**src/rtl/rowf_pkg.sv**
```systemverilog
package rowf_pkg;

  localparam int MaxWindow  = 7;
  localparam int MaxCols    = 1024;
  localparam int PixelBits  = 8;
  localparam int StoredRows = 10;

  localparam int CfgIdxW  = 2;
  localparam int CfgDataW = 16;
  localparam int RowsW    = 16;

  localparam logic [CfgIdxW-1:0] CFG_WINDOW_HALF = 2'd0;
  localparam logic [CfgIdxW-1:0] CFG_RANK_MODE   = 2'd1;
  localparam logic [CfgIdxW-1:0] CFG_FRAME_COLS  = 2'd2;
  localparam logic [CfgIdxW-1:0] CFG_FRAME_ROWS  = 2'd3;

  localparam logic [1:0] MODE_MIN    = 2'd0;
  localparam logic [1:0] MODE_MEDIAN = 2'd1;

  localparam logic OP_PIXEL = 1'b0;

  typedef struct packed {
    logic       op;
    logic [7:0] pixel_in;
  } in_item_t;

  typedef struct packed {
    logic [7:0] pixel_out;
    logic       row_last;
    logic       frame_last;
  } out_item_t;

  typedef struct packed {
    logic ld_item;
    logic mul_w;
    logic mul_r;
    logic mod_step;
    logic mem_wr;
    logic win_init;
    logic win_rd;
    logic bit_dec;
    logic out_load;
  } rowf_cmd_t;

  typedef struct packed {
    logic is_pixel;
    logic win_ready;
    logic mod_last;
    logic win_last;
    logic bit_last;
    logic out_busy;
  } rowf_sts_t;

endpackage

```
**src/rtl/rowf_ctrl.sv**
```systemverilog
module rowf_ctrl
  import rowf_pkg::*;
(
  input  logic      clk,
  input  logic      rst,
  input  logic      in_valid,
  output logic      in_ready,
  input  rowf_sts_t sts,
  output rowf_cmd_t cmd
);

  localparam logic [3:0] S_IDLE = 4'd0;
  localparam logic [3:0] S_MULW = 4'd1;
  localparam logic [3:0] S_MODW = 4'd2;
  localparam logic [3:0] S_WR   = 4'd3;
  localparam logic [3:0] S_CHK  = 4'd4;
  localparam logic [3:0] S_MULR = 4'd5;
  localparam logic [3:0] S_MODR = 4'd6;
  localparam logic [3:0] S_WINI = 4'd7;
  localparam logic [3:0] S_PASS = 4'd8;
  localparam logic [3:0] S_DRN  = 4'd9;
  localparam logic [3:0] S_BIT  = 4'd10;
  localparam logic [3:0] S_OUT  = 4'd11;

  logic [3:0] state;
  logic [3:0] state_next;

  assign in_ready = (state == S_IDLE);

  always_comb begin
    state_next = state;
    cmd        = '0;
    unique case (state)
      S_IDLE: begin
        if (in_valid) begin
          cmd.ld_item = 1'b1;
          state_next  = sts.is_pixel ? S_MULW : S_CHK;
        end
      end
      S_MULW: begin
        cmd.mul_w  = 1'b1;
        state_next = S_MODW;
      end
      S_MODW: begin
        cmd.mod_step = 1'b1;
        if (sts.mod_last) state_next = S_WR;
      end
      S_WR: begin
        cmd.mem_wr = 1'b1;
        state_next = S_CHK;
      end
      S_CHK: begin
        state_next = sts.win_ready ? S_MULR : S_IDLE;
      end
      S_MULR: begin
        cmd.mul_r  = 1'b1;
        state_next = S_MODR;
      end
      S_MODR: begin
        cmd.mod_step = 1'b1;
        if (sts.mod_last) state_next = S_WINI;
      end
      S_WINI: begin
        cmd.win_init = 1'b1;
        state_next   = S_PASS;
      end
      S_PASS: begin
        cmd.win_rd = 1'b1;
        if (sts.win_last) state_next = S_DRN;
      end
      S_DRN: begin
        state_next = S_BIT;
      end
      S_BIT: begin
        cmd.bit_dec = 1'b1;
        state_next  = sts.bit_last ? S_OUT : S_PASS;
      end
      S_OUT: begin
        if (!sts.out_busy) begin
          cmd.out_load = 1'b1;
          state_next   = S_IDLE;
        end
      end
      default: state_next = S_IDLE;
    endcase
  end

  always_ff @(posedge clk) begin
    if (rst) begin
      state <= S_IDLE;
    end else begin
      state <= state_next;
    end
  end

endmodule

```
**config.mk**
```make
export PLATFORM = sky130hd
export DESIGN_NAME = rowf_ctrl
export DESIGN_NICKNAME = d
export VERILOG_FILES = /design/src/rtl/rowf_pkg.sv /design/src/rtl/rowf_ctrl.sv
export SDC_FILE = /design/constraint.sdc
export NUM_CORES = 1
export LEC_CHECK = 0
export ABC_AREA = 1
export BUFFER_PORTS_ARGS = -buffer_cell sky130_fd_sc_hd__buf_2
export CORE_AREA = 2 2 39 41
export CTS_CLUSTER_SIZE = 8
export DETAILED_ROUTE_END_ITERATION = 10
export DIE_AREA = 0 0 41 43
export PLACE_DENSITY_LB_ADDON = 0.25
export SKIP_CTS_REPAIR_TIMING = 1
export SLEW_MARGIN = 20
export SYNTH_ARGS = -nofsm -noshare
export SYNTH_HDL_FRONTEND = slang
export SYNTH_SLANG_ARGS = --single-unit
```
**constraint.sdc**
```tcl
create_clock -name clk -period 3.3 [get_ports clk]
set_input_delay 0.495 -clock clk [delete_from_list [all_inputs] [get_ports clk]]
set_output_delay 0.495 -clock clk [all_outputs]
set_load 0.02 [all_outputs]
```
==> run summary <==
Total Wirelength: 1.02 mm
Sw Pwr: 303 uW
largest net degree at the start of global routing: 7
worst reg2reg path endpoint: state[3]
r2r startpoint: state[3]
number of max-cap violations: 0
Worst-Skew Late Latency: 0.23 ns
max FFs per register: 4
clk slew on worst S/H paths: 0.03 ns
crit path to: cmd[0]
fraction of layout cells with a size suffix above 1: 25.8%
# DRC: 0
ranking of synthesized cells by area: nand2_1 21%, dfxtp_1 20%, nor2_1 14%
Mean Syn Cell Area: 5.15 sq um
Die X: 41 microns
post-route clock period utilization: 54.3%
layout net count: 108
cell count after synthesis: 76
hpwl dp: 878 microns
clock power share: 10.9%
final hold vios: 0
setup slack, reg-to-reg: 2.06 ns
remaining global-route overflow: 0
share of the synthesized area in the top cell type: 21.1%
status: finished clean
Top Ports: 19
crit path capture type: output port
first-pass GRT wire length: 1.77 mm
Max transition margin: 80.6%
Sequential Power Share: 19.3%
TritonCTS clock tree: built
total leakage power: 0.334 nW
Critical Path Start Type: flop
drt first pass iters: 4
Most flops, register: state
clk buf depth: 2
Slew Limit Fails: 0
WP data arrival: 1.30 ns
Num CTS Buffers: 3
Initial Utilization: 28.3%
unrepaired setup endpoints after global routing: no
Root Buffer: clkbuf_4
skew final: 0.00166 ns
GRT Overall Usage: 14.6%
Synth area leader: nand2_1
placed insts: 110
drt initial violations: 12
final setup vio count: 0
Cell Pwr Density: 1020 mW/mm^2
Top Registers: state x4
crit path launch: state[3]
Routed WL per cell: 9.05 microns
synthesis-stage register bit count: 4
Cell Count, Final, Fillers Out: 113
PnR worst setup slack: 1.51 ns
max incr delay on CP: 0.43 ns
P&R area growth vs syn: 33.9%
Sw Share: 56.4%
Port Buf Inserts: 18
gpl congestion: 0.798
detailed-route via count: 492
register area share after synthesis: 20.4%
initial antenna violation count: 0
Worst Path Required: 2.80 ns
Util after Layout: 37.9%
CTS sink cnt: 4
Syn Std Cell Area: 392 sq um
area of the core: 0.00138 sq mm
Cell Chain, Critical Path: inv_2 > nor2_4 > inv_1 > nor3_1 > buf_2
Achievable Freq: 0.558 GHz
vias per cell: 4.35
maximum vdd drop: 0.000396 V
row cnt: 14
Comb pwr share: 69.8%
Tmin final: 1.79 ns
Critical Path Slowest Stage Cell: dfxtp_1
n_diodes: 0
FF-to-FF path depth: 8
type of the worst setup path: reg2out
Worst-Margin Slew: 0.291 ns
Distinct cells, synth: 12
H-tree depth: 1
Hold Crit Class: in2reg
total power after layout: 537 uW
synth warn: 0
vias in the first global route: 474
die area: 0.00176 sq mm
pre-CTS WS: 1.75 ns
CP Max Fanout: 6
Fin Setup TNS: 0 ns
Pint: 234 uW
syn_nets: 85
Post-DRT Antenna Nets: 0
chip height: 43 microns
[area by class of cell]
cell class,instances,area (sq um)
tap,16,20.0
inverter,15,56.3
timing repair buffer,18,90.1
clock buffer,3,22.5
multi-input combinational,57,255
sequential,4,80.1
fill,163,860
[per-layer routing]
layer / track usage (%) / vias to the layer above / part of all wire (%)
met5: 0 / - / 0
met4: 8.00 / 0 / 0
met3: 1.57 / 0 / 5.2
met2: 22.8 / 12 / 50
met1: 18.4 / 208 / 45
li1: - / 272 / -
[worst min path at each step]
stage                        start        to  slack [ns]  depth (start not counted)
after CTS                      rst  state[2]        0.46                          2
after global routing           rst  state[2]        0.47                          2
after detailed placement  state[1]  state[1]        0.54                          2
after floorplan           state[1]  state[1]        0.49                          2
final                          rst  state[1]        0.47                          2
after global placement    state[1]  state[1]        0.52                          2
[layout by cell type, fill, tap and decap left out]
cell,count
nor3_1,1
clkbuf_4,3
inv_2,1
nand2_1,22
dfxtp_1,4
inv_1,14
o21ai_0,1
buf_2,18
nor2_4,2
nor2_2,1
nand3b_1,1
nand3_1,10
a21oi_1,4
nor2_1,15
[kinds of logic (layout without fill, tap and decap cells)]
logic type,after synthesis,after routing,share of synthesized area (%)
AOI/OAI and AO/OA,5,5,6.39
buffers and inverters,15,36,14.4
DFF,4,4,20.4
and+or+nand+nor,52,52,58.8
[synthesized netlist by cell type]
library cell   n
nand3b_1       1
o21ai_0        1
nand2_1       22
nand3_1       10
nor2_1        15
dfxtp_1        4
nor2_2         1
inv_2          1
inv_1         14
nor3_1         1
a21oi_1        4
nor2_4         2
[power by group through the flow]
| stage | Combinational (mW) | Sequential [mW] | Clock, mW |
|---|---|---|---|
| 2_1_floorplan | 0.290 | 0.0967 | 0 |
| 3_3_place_gp | 0.377 | 0.104 | 0 |
| 3_5_place_dp | 0.377 | 0.104 | 0 |
| 4_1_cts | 0.377 | 0.104 | 0.0623 |
| 5_1_grt | 0.431 | 0.108 | 0.0629 |
| 6_report | 0.375 | 0.104 | 0.0586 |
[critical path: cells and delay by family (launching register included)]
kind / cells / cell delay, ns
and+or+nand+nor: 2 / 0.28
buffers and inverters: 3 / 0.36
DFF: 1 / 0.43
[metrics by stage]
stage          instance area (sq um)  hold WS (ns)
6_report                         524         0.467
5_1_grt                          524         0.474
4_1_cts                          524         0.458
3_5_place_dp                     502         0.538
3_3_place_gp                     502         0.523
2_1_floorplan                    392         0.495
Note: power is estimated with default switching activity, not from simulation.
